--- src/sv/scfp_pkg.sv ---
// shared types and constants of the serial command frame parser
`timescale 1ns / 1ps
package scfp_pkg;

   // frame symbols
   localparam logic [7:0] SYM_START  = 8'h23;
   localparam logic [7:0] SYM_INCLI  = 8'h40;
   localparam logic [7:0] SYM_LOWPWR = 8'h2B;
   localparam logic [7:0] SYM_PANEL  = 8'h25;
   localparam logic [7:0] SYM_BATT   = 8'h24;
   localparam logic [7:0] SYM_CLOCK  = 8'h26;

   // event codes on the result channel
   localparam logic [2:0] EV_NONE    = 3'd0;
   localparam logic [2:0] EV_INCLI   = 3'd1;
   localparam logic [2:0] EV_LOWPWR  = 3'd2;
   localparam logic [2:0] EV_PANEL   = 3'd3;
   localparam logic [2:0] EV_BATT    = 3'd4;
   localparam logic [2:0] EV_CLOCK   = 3'd5;
   localparam logic [2:0] EV_CKS_ERR = 3'd6;
   localparam logic [2:0] EV_TIMEOUT = 3'd7;

   // date-time byte slots
   localparam int NUM_FIELDS = 6;
   localparam logic [2:0] SLOT_YEAR   = 3'd0;
   localparam logic [2:0] SLOT_MONTH  = 3'd1;
   localparam logic [2:0] SLOT_DAY    = 3'd2;
   localparam logic [2:0] SLOT_HOUR   = 3'd3;
   localparam logic [2:0] SLOT_MINUTE = 3'd4;
   localparam logic [2:0] SLOT_SECOND = 3'd5;

   // parser states
   typedef enum logic [8:0] {
      ST_IDLE   = 9'b000000001,
      ST_CMD    = 9'b000000010,
      ST_YEAR   = 9'b000000100,
      ST_MONTH  = 9'b000001000,
      ST_DAY    = 9'b000010000,
      ST_HOUR   = 9'b000100000,
      ST_MINUTE = 9'b001000000,
      ST_SECOND = 9'b010000000,
      ST_CKS    = 9'b100000000
   } state_type;

   // classified byte handed from front to back
   typedef struct packed {
      logic [2:0] ev;
      logic       restart;
      logic       store;
      logic [2:0] slot;
      logic       check;
      logic [7:0] data;
   } op_type;

endpackage

--- src/sv/scfp_front.sv ---
// front end: frame state machine that classifies each received byte
`timescale 1ns / 1ps
module scfp_front
   import scfp_pkg::*;
(
   input  logic       clock,
   input  logic       reset,
   input  logic       accept,
   input  logic [7:0] data_byte,
   input  logic       timed_out,
   output op_type     op
);

   state_type state_ff, state_in;

   // classify the byte and pick the next state
   always_comb begin
      state_in   = ST_IDLE;
      op.ev      = EV_NONE;
      op.restart = 1'b0;
      op.store   = 1'b0;
      op.slot    = SLOT_YEAR;
      op.check   = 1'b0;
      op.data    = data_byte;
      if (state_ff == ST_IDLE) begin
         if (data_byte == SYM_START) begin
            op.restart = 1'b1;
            state_in   = ST_CMD;
         end
      end else if (timed_out) begin
         op.ev = EV_TIMEOUT;
      end else begin
         unique case (state_ff)
            ST_CMD: begin
               op.restart = 1'b1;
               unique case (data_byte)
                  SYM_INCLI:  op.ev = EV_INCLI;
                  SYM_LOWPWR: op.ev = EV_LOWPWR;
                  SYM_PANEL:  op.ev = EV_PANEL;
                  SYM_BATT:   op.ev = EV_BATT;
                  SYM_CLOCK:  state_in = ST_YEAR;
                  default:    op.ev = EV_NONE;
               endcase
            end
            ST_YEAR: begin
               op.restart = 1'b1; op.store = 1'b1; op.slot = SLOT_YEAR;
               state_in = ST_MONTH;
            end
            ST_MONTH: begin
               op.restart = 1'b1; op.store = 1'b1; op.slot = SLOT_MONTH;
               state_in = ST_DAY;
            end
            ST_DAY: begin
               op.restart = 1'b1; op.store = 1'b1; op.slot = SLOT_DAY;
               state_in = ST_HOUR;
            end
            ST_HOUR: begin
               op.restart = 1'b1; op.store = 1'b1; op.slot = SLOT_HOUR;
               state_in = ST_MINUTE;
            end
            ST_MINUTE: begin
               op.restart = 1'b1; op.store = 1'b1; op.slot = SLOT_MINUTE;
               state_in = ST_SECOND;
            end
            ST_SECOND: begin
               op.restart = 1'b1; op.store = 1'b1; op.slot = SLOT_SECOND;
               state_in = ST_CKS;
            end
            ST_CKS:  op.check = 1'b1;
            default: state_in = ST_IDLE;
         endcase
      end
   end

   // state register advances on each accepted beat
   always_ff @(posedge clock) begin
      if (reset) begin
         state_ff <= ST_IDLE;
      end else if (accept) begin
         state_ff <= state_in;
      end
   end

endmodule

--- src/sv/scfp_queue.sv ---
// short fifo of classified bytes between front and back
`timescale 1ns / 1ps
module scfp_queue
   import scfp_pkg::*;
#(
   parameter int DEPTH = 2
) (
   input  logic   clock,
   input  logic   reset,
   input  logic   push,
   input  op_type push_op,
   output logic   full,
   input  logic   pop,
   output logic   head_valid,
   output op_type head_op
);

   localparam int PTR_W = (DEPTH > 1) ? $clog2(DEPTH) : 1;
   localparam int CNT_W = $clog2(DEPTH + 1);
   localparam logic [PTR_W-1:0] LAST = PTR_W'(DEPTH - 1);
   localparam logic [CNT_W-1:0] FULL_CNT = CNT_W'(DEPTH);

   op_type            slots_ff [DEPTH];
   logic [PTR_W-1:0]  wr_ptr_ff, rd_ptr_ff;
   logic [CNT_W-1:0]  count_ff;

   assign full       = (count_ff == FULL_CNT);
   assign head_valid = (count_ff != '0);
   assign head_op    = slots_ff[rd_ptr_ff];

   // storage
   always_ff @(posedge clock) begin
      if (push) begin
         slots_ff[wr_ptr_ff] <= push_op;
      end
   end

   // pointers and fill count
   always_ff @(posedge clock) begin
      if (reset) begin
         wr_ptr_ff <= '0;
         rd_ptr_ff <= '0;
         count_ff  <= '0;
      end else begin
         if (push) begin
            wr_ptr_ff <= (wr_ptr_ff == LAST) ? '0 : wr_ptr_ff + 1'b1;
         end
         if (pop) begin
            rd_ptr_ff <= (rd_ptr_ff == LAST) ? '0 : rd_ptr_ff + 1'b1;
         end
         if (push && !pop) begin
            count_ff <= count_ff + 1'b1;
         end else if (pop && !push) begin
            count_ff <= count_ff - 1'b1;
         end
      end
   end

endmodule

--- src/sv/scfp_back.sv ---
// back end: date-time store, checksum check and result register
`timescale 1ns / 1ps
module scfp_back
   import scfp_pkg::*;
(
   input  logic       clock,
   input  logic       reset,
   input  logic       head_valid,
   input  op_type     head_op,
   output logic       pop,
   output logic       rsp_valid,
   input  logic       rsp_ready,
   output logic [2:0] rsp_event_res,
   output logic       rsp_restart_timer,
   output logic [7:0] rsp_year_out,
   output logic [7:0] rsp_month_out,
   output logic [7:0] rsp_day_out,
   output logic [7:0] rsp_hour_out,
   output logic [7:0] rsp_minute_out,
   output logic [7:0] rsp_second_out
);

   logic [7:0] date_ff [NUM_FIELDS];
   logic       valid_ff;
   logic [2:0] ev_ff, ev_in;
   logic       restart_ff;
   logic [7:0] field_ff [NUM_FIELDS];
   logic [7:0] sum;
   logic       match;

   // output register frees when empty or taken
   assign pop = head_valid && (!valid_ff || rsp_ready);

   // mod-256 sum of the stored bytes
   assign sum   = date_ff[0] + date_ff[1] + date_ff[2] + date_ff[3] + date_ff[4] + date_ff[5];
   assign match = (sum == head_op.data);

   // event of the head beat
   always_comb begin
      ev_in = head_op.ev;
      if (head_op.check) begin
         ev_in = match ? EV_CLOCK : EV_CKS_ERR;
      end
   end

   // date-time store
   always_ff @(posedge clock) begin
      if (reset) begin
         for (int i = 0; i < NUM_FIELDS; i++) begin
            date_ff[i] <= '0;
         end
      end else if (pop && head_op.store) begin
         date_ff[head_op.slot] <= head_op.data;
      end
   end

   // result valid flag
   always_ff @(posedge clock) begin
      if (reset) begin
         valid_ff <= 1'b0;
      end else if (pop) begin
         valid_ff <= 1'b1;
      end else if (rsp_ready) begin
         valid_ff <= 1'b0;
      end
   end

   // result payload
   always_ff @(posedge clock) begin
      if (pop) begin
         ev_ff      <= ev_in;
         restart_ff <= head_op.restart;
         for (int i = 0; i < NUM_FIELDS; i++) begin
            field_ff[i] <= (head_op.check && match) ? date_ff[i] : 8'd0;
         end
      end
   end

   assign rsp_valid         = valid_ff;
   assign rsp_event_res     = ev_ff;
   assign rsp_restart_timer = restart_ff;
   assign rsp_year_out      = field_ff[SLOT_YEAR];
   assign rsp_month_out     = field_ff[SLOT_MONTH];
   assign rsp_day_out       = field_ff[SLOT_DAY];
   assign rsp_hour_out      = field_ff[SLOT_HOUR];
   assign rsp_minute_out    = field_ff[SLOT_MINUTE];
   assign rsp_second_out    = field_ff[SLOT_SECOND];

endmodule

--- src/sv/serial_command_frame_parser_unit.sv ---
// Serial command frame parser, top level.
// Input channel (req_): one received serial byte per beat with its
// inter-byte timeout flag. Result channel (rsp_): exactly one result beat
// per input beat, in order: event code, timer restart request and the
// six date-time bytes (nonzero only with a set-clock event).
// A byte is written into the queue at the edge that accepts it; the result
// register is loaded from the queue head when it is empty or being taken,
// and the result beat is offered from it.
// Throughput: one byte per cycle while the queue is not full; the front state
// machine and the back checksum adder are each combinational.
// The queue between front and back holds QUEUE_DEPTH beats; when the
// receiver stalls, the result register holds, the queue fills and
// req_ready drops once it is full.
// Reset returns the parser to idle, empties the queue and result register
// and clears the stored date-time bytes.
`timescale 1ns / 1ps
module serial_command_frame_parser_unit
   import scfp_pkg::*;
#(
   parameter int QUEUE_DEPTH = 2
) (
   input  logic       clock,
   input  logic       reset,
   input  logic       req_valid,
   output logic       req_ready,
   input  logic [7:0] req_data_byte,
   input  logic       req_timed_out,
   output logic       rsp_valid,
   input  logic       rsp_ready,
   output logic [2:0] rsp_event_res,
   output logic       rsp_restart_timer,
   output logic [7:0] rsp_year_out,
   output logic [7:0] rsp_month_out,
   output logic [7:0] rsp_day_out,
   output logic [7:0] rsp_hour_out,
   output logic [7:0] rsp_minute_out,
   output logic [7:0] rsp_second_out
);

   logic   accept;
   logic   full;
   logic   pop;
   logic   head_valid;
   op_type front_op;
   op_type head_op;

   assign req_ready = !full;
   assign accept    = req_valid && !full;

   // front: classify bytes
   scfp_front u_front (
      .clock     (clock),
      .reset     (reset),
      .accept    (accept),
      .data_byte (req_data_byte),
      .timed_out (req_timed_out),
      .op        (front_op)
   );

   // queue between the halves
   scfp_queue #(.DEPTH(QUEUE_DEPTH)) u_queue (
      .clock      (clock),
      .reset      (reset),
      .push       (accept),
      .push_op    (front_op),
      .full       (full),
      .pop        (pop),
      .head_valid (head_valid),
      .head_op    (head_op)
   );

   // back: execute and present results
   scfp_back u_back (
      .clock             (clock),
      .reset             (reset),
      .head_valid        (head_valid),
      .head_op           (head_op),
      .pop               (pop),
      .rsp_valid         (rsp_valid),
      .rsp_ready         (rsp_ready),
      .rsp_event_res     (rsp_event_res),
      .rsp_restart_timer (rsp_restart_timer),
      .rsp_year_out      (rsp_year_out),
      .rsp_month_out     (rsp_month_out),
      .rsp_day_out       (rsp_day_out),
      .rsp_hour_out      (rsp_hour_out),
      .rsp_minute_out    (rsp_minute_out),
      .rsp_second_out    (rsp_second_out)
   );

endmodule

--- config.mk ---
export PLATFORM = sky130hd
export DESIGN_NAME = serial_command_frame_parser_unit
export DESIGN_NICKNAME = d
export VERILOG_FILES = /design/src/sv/scfp_pkg.sv /design/src/sv/scfp_front.sv /design/src/sv/scfp_queue.sv /design/src/sv/scfp_back.sv /design/src/sv/serial_command_frame_parser_unit.sv
export SDC_FILE = /design/constraint.sdc
export NUM_CORES = 1
export LEC_CHECK = 0
export BUFFER_PORTS_ARGS = -buffer_cell sky130_fd_sc_hd__buf_2
export CORE_UTILIZATION = 53
export DETAILED_ROUTE_END_ITERATION = 10
export PLACE_DENSITY = 0.75
export SYNTH_ARGS = -nofsm -noshare
export SYNTH_HDL_FRONTEND = slang
export SYNTH_SLANG_ARGS = --single-unit
--- constraint.sdc ---
create_clock -name clock -period 4.05 [get_ports clock]
set_clock_uncertainty 0.1 [all_clocks]
set_input_delay 0.2025 -clock clock [delete_from_list [all_inputs] [get_ports clock]]
set_output_delay 0.2025 -clock clock [all_outputs]
set_load 0.01 [all_outputs]
=== Word-level counts from Yosys, hierarchy flattened ===
Memory sizes are Yosys's and may differ from the RTL's. A register that Yosys moved wholly into a read port is not among the register bits.
Index checks and enable logic that the tools add are counted.
W data, S select, Z words.

* RAM bits: 130
* Bits in read-only memories: 0
* Logic and storage cells: 96
* Latch bits: 0
* Flip-flop bits (word level): 18
* Memories kept: 3

* Bitwise logic cells: 0
* Divide/modulo/power cells: 0
* Eq/ne operators: 17
* Reductions and logical operators: 16
* Multiply operators: 0
* Shift-type cells: 0
* Order comparisons: 0
* Multiplexer cells: 44
* $add $sub $neg: 9

{| class="wikitable"
|+ Memory list
! memory !! words !! width !! read ports !! clocked after memory_dff !! wr ports !! RTL line !! text
|-
| u_back.date_ff || 6 || 8 || 6 || 0 || 6 || scfp_back.sv:23 || <nowiki>logic [7:0] date_ff [NUM_FIELDS];</nowiki>
|-
| u_back.field_ff || 6 || 8 || 6 || 0 || 6 || scfp_back.sv:27 || <nowiki>logic [7:0] field_ff [NUM_FIELDS];</nowiki>
|-
| u_queue.slots_ff || 2 || 17 || 1 || 1 || 1 || scfp_queue.sv:23 || <nowiki>op_type slots_ff [DEPTH];</nowiki>
|}

{| class="wikitable"
|+ Operators by type and width
! cell !! number
|-
| $pmux W9 S7 || 1
|-
| $mux W8 || 7
|-
| $add A8 B8 Y8 || 5
|-
| $eq A8 B6 Y1 const B || 5
|-
| $pmux W4 S6 || 1
|-
| $mux W1 || 20
|-
| $mux W3 || 6
|-
| $mux W9 || 2
|-
| $pmux W3 S4 || 1
|-
| $eq A9 B1 Y1 const B || 1
|-
| $eq A9 B2 Y1 const B || 1
|-
| $eq A9 B3 Y1 const B || 1
|-
| $eq A9 B4 Y1 const B || 1
|-
| $eq A9 B5 Y1 const B || 1
|-
| $eq A9 B6 Y1 const B || 1
|-
| $eq A9 B7 Y1 const B || 1
|-
| $eq A9 B8 Y1 const B || 1
|-
| $eq A9 B9 Y1 const B || 1
|-
| $eq A8 B7 Y1 const B || 1
|-
| $eq A8 B8 Y1 || 1
|-
| $mux W2 || 4
|-
| $reduce_or A8 Y1 || 1
|-
| $reduce_or A7 Y1 || 1
|-
| $logic_and A1 B1 Y1 || 6
|-
| 9 further kinds || 15
|}

=== Longest topological paths before layout ===
* Depth in word-level cells: 9
* Depth in mapped cells: 16
* Mapped depth without buffers: 15

=== By module ===
Synthesis repeated with hierarchy kept, for this count alone.

* Cells, all modules: 592
* Area, all modules: 7477.2 um^2

{| class="wikitable"
|+ Modules (own cells, without submodules)
! module !! sequential area each (um^2) !! cells an instance !! area each (um^2) !! instances
|-
| scfp_back || 3022.9 || 396 || 5147.4 || 1
|-
| scfp_queue || 1121.1 || 75 || 1435.1 || 1
|-
| scfp_front || 180.2 || 119 || 884.6 || 1
|-
| serial_command_frame_parser_unit || 0.0 || 2 || 10.0 || 1
|}

=== Worst setup path before layout ===
OpenSTA, ideal clock, no wires.

* Path type: register to register
* Start: memory u_back.date_ff[5][2]
* End: register u_back.ev_ff[1], in the netlist u_back.rsp_event_res[1], data pin
* Clock period less this slack: 4.070 ns
* Setup time: 0.260 ns
* Required time: 3.690 ns
* Cell stages (with the launch flop): 15
* Buffers on the path: 1
* Path slack: -0.020 ns
* Arrival: 3.710 ns
* Path through: edfxtp_1 > fa_1 > inv_1 > fa_1 > fa_1 > inv_1 > ha_1 > fa_1 > xor2_1 > xnor2_1 > nor4_1 > nand4_1 > nor2_2 > clkbuf_2 > nor2_1

{| class="wikitable"
|+ RTL lines
! item !! RTL line !! text
|-
| start: declaration || scfp_back.sv:23 ||
|-
| end signal: assignment || scfp_back.sv:71 || <nowiki>ev_ff <= ev_in;</nowiki>
|-
| end: declaration || scfp_back.sv:25 || <nowiki>logic [2:0] ev_ff, ev_in;</nowiki>
|}

==> impl_metrics.json <==
{
  "status": "complete, but fails checks",
  "violations": "setup timing",
  "synth_seq_cells": 149,
  "wire_per_inst_um": 17.1,
  "cts_tree": "yes",
  "cap_violations": 0,
  "power_density_mw_per_mm2": 668,
  "fmax_ghz": 0.239,
  "gr-total-overflow": 0,
  "placement_rows": 41,
  "yosysSeqAreaShare": 0.626,
  "final_util": 0.658,
  "clock_sinks": 149,
  "routed_via_density": 5.27,
  "wirelength_um": 13800,
  "final_cell_mix": "134 x edfxtp_1, 66 x nor2_1, 66 x buf_2, 47 x inv_1, 46 x and2_1",
  "finalHoldViolCount": 0,
  "syn_avg_cell_area_um2": 13.1,
  "area_growth_pct": 20.7,
  "synth_edf_count": 134,
  "synth-main-ff-cell": "edfxtp_1",
  "combPwrFrac": 0.303,
  "insertedDiodeCount": 0,
  "path_class": "flop to flop",
  "fin_ws_ns": -0.138,
  "rsz0062_at_grt": "true",
  "hp-class": "primary input to flop",
  "ant_nets": 0,
  "end_kind": "flop",
  "dp_hpwl_um": 9330,
  "die_h_um": 116,
  "hold_slack_ns": 0.0616,
  "die_w_um": 116,
  "cp-start-kind": "flop",
  "p_clk_frac": 0.300,
  "async_flop_share": 0,
  "grt_pass1_wl_um": 22000,
  "first_pass_iters": 5,
  "finalCritPeriodShare": 1.03,
  "period_needed_ns": 4.19,
  "drt_iter0_markers": 297,
  "numCtsBuffers": 17,
  "slew_violations": 0,
  "core-area_mm2": 0.0127,
  "final_nets": 670,
  "internal-power_mw": 3.80,
  "power.share.sequential": 0.397,
  "synth-warning-count": 0,
  "clock_latency_ns": 0.43,
  "path_max_fanout": 6,
  "dieArea_mm2": 0.0135,
  "via_count": 4261,
  "tightest_slew_ns": 1.10,
  "synth_cell_types": 54,
  "port_buffers": 66,
  "syn-cell-area_mm2": 0.00691,
  "worstPathArrival_ns": 4.25,
  "gp_congestion": 0.906,
  "initial_utilization": 0.545,
  "relSlewSlack": 0.263,
  "synth_fp_nets": 573,
  "root_buffer": "clkbuf_16",
  "syn_inst": 526,
  "crit_required_ns": 4.11,
  "route.detailed.drc": 0,
  "p_leak_nw": 3.33,
  "p_sw_frac": 0.318,
  "final_common_cell": "edfxtp_1",
  "track_usage": 0.228,
  "setup_viol": 49,
  "grt_max_degree": 53,
  "ir_drop_mv": 0.375,
  "antenna_found_initial": 0,
  "clk_pin_slew_ns": 0.06,
  "p_sw_mw": 1.77,
  "io_pins": 67,
  "h-tree-depth": 4,
  "clock_path_buffers": 2,
  "drive_above_1_share": 0.217,
  "grt_pass1_vias": 4412
}
metrics by stage:
stage	setup TNS (ns)	area (um2)	worst slack (ns)	power, mW	std cells
floorplan	0	6910	0.00467	3.31	526
global placement	-5.91	7460	-0.144	3.72	761
detailed placement	-10.31	7460	-0.257	3.79	761
CTS	-2.42	8300	-0.0800	5.56	808
global route	-11.67	8340	-0.274	5.85	808
finish	-4.47	8340	-0.138	5.57	808
worst paths after layout:
check | from | slack [ns] | end | depth (start not counted)
worst min register to register | u_queue.rd_ptr_ff$_SDFFE_PP0P_ | 0.41 | flop | 2
worst min-delay path | reset | 0.06 | u_queue.count_ff[0]$_SDFFE_PP0P_ | 2
worst max-delay path | u_back.date_ff[1][2]$_SDFFCE_PN0P_ | -0.14 | u_back.rsp_event_res[1]$_DFFE_PP_ | 14
worst max register to register | u_back.date_ff[1][2]$_SDFFCE_PN0P_ | -0.14 | u_back.rsp_event_res[1]$_DFFE_PP_ | 14
final cells by class:
class,instances,area [um2]
clock inverter,15,203
tap,172,215
clock buffer,17,425
fill,920,4330
multi-input combinational,311,2370
timing repair buffer,93,611
inverter,51,191
sequential,149,4320
power by group through the flow:
stage / sequential [mW] / clock, mW / combinational, mW
4_1_cts: 2.22 / 1.70 / 1.64
2_1_floorplan: 2.31 / 0 / 0.991
6_report: 2.21 / 1.67 / 1.69
5_1_grt: 2.25 / 1.75 / 1.85
3_5_place_dp: 2.25 / 0 / 1.54
3_3_place_gp: 2.23 / 0 / 1.48
state kept, by name (all words and copies together) (netlist names), named ones only:
name                      flops
u_back.rsp_event_res          3
u_back.rsp_restart_timer      1
u_queue.wr_ptr_ff             1
u_back.rsp_valid              1
u_back.field_ff              48
u_front.state_ff              9
u_queue.slots_ff             34
u_queue.rd_ptr_ff             1
u_queue.count_ff              2
u_back.date_ff               48
critical path: stages, from the launching register on:
cell	delay, ns
edfxtp_1	0.42
fa_1	0.58
inv_2	0.06
fa_1	0.49
fa_1	0.51
inv_2	0.06
ha_4	0.16
fa_2	0.53
xnor2_1	0.08
nor4_2	0.30
nand4_1	0.18
nor2_4	0.14
buf_12	0.15
buf_6	0.12
nor2_1	0.04
routing by layer:
layer  GRT usage  up-vias  routed length (um)
met4       0.111        0                 356
met2       0.412      140                7550
met5           0        -                   0
met3      0.0540       30                 624
li1            -     2004                   -
met1       0.253     2087                5280
synthesized netlist by cell type (2+ instances only):
master	instances	area (um2)
a21o_1	3	22.5
a21oi_1	17	85.1
a221o_1	3	30.0
and2_1	51	319
buf_6	2	22.5
clkbuf_1	6	22.5
clkbuf_2	4	20.0
dfxtp_1	15	300
edfxtp_1	134	4020
fa_1	27	541
ha_1	7	87.6
inv_1	50	188
mux2_2	3	33.8
mux2i_1	9	90.1
nand2_1	26	97.6
nand2b_1	13	81.3
nand3_1	7	35.0
nand4_1	2	12.5
nor2_1	66	248
nor2b_1	4	25.0
nor3_1	8	40.0
nor4_1	3	18.8
nor4b_1	3	26.3
o21ai_0	8	40.0
or3_1	3	18.8
xnor2_1	15	131
xor2_1	10	87.6
cell families after synthesis:
group	count (synthesis)	share of synthesized area
buffers and inverters	66	0.0395
flip-flops	149	0.626
XOR/XNOR	27	0.0373
AO/OA/AOI/OAI	41	0.0384
AND/OR/NAND/NOR	196	0.147
adder cells (fa/ha/maj)	34	0.0909
multiplexers	13	0.0212
what timing repair did:
action	CTS	global route
gates resized for setup	13	10
setup endpoints to repair	49	50
pin swaps	14	1
gates cloned	2	0
buffers inserted	4	0
hold buffers	9	0
hold endpoints to repair	17	0
(Power assumes the default switching activity.)
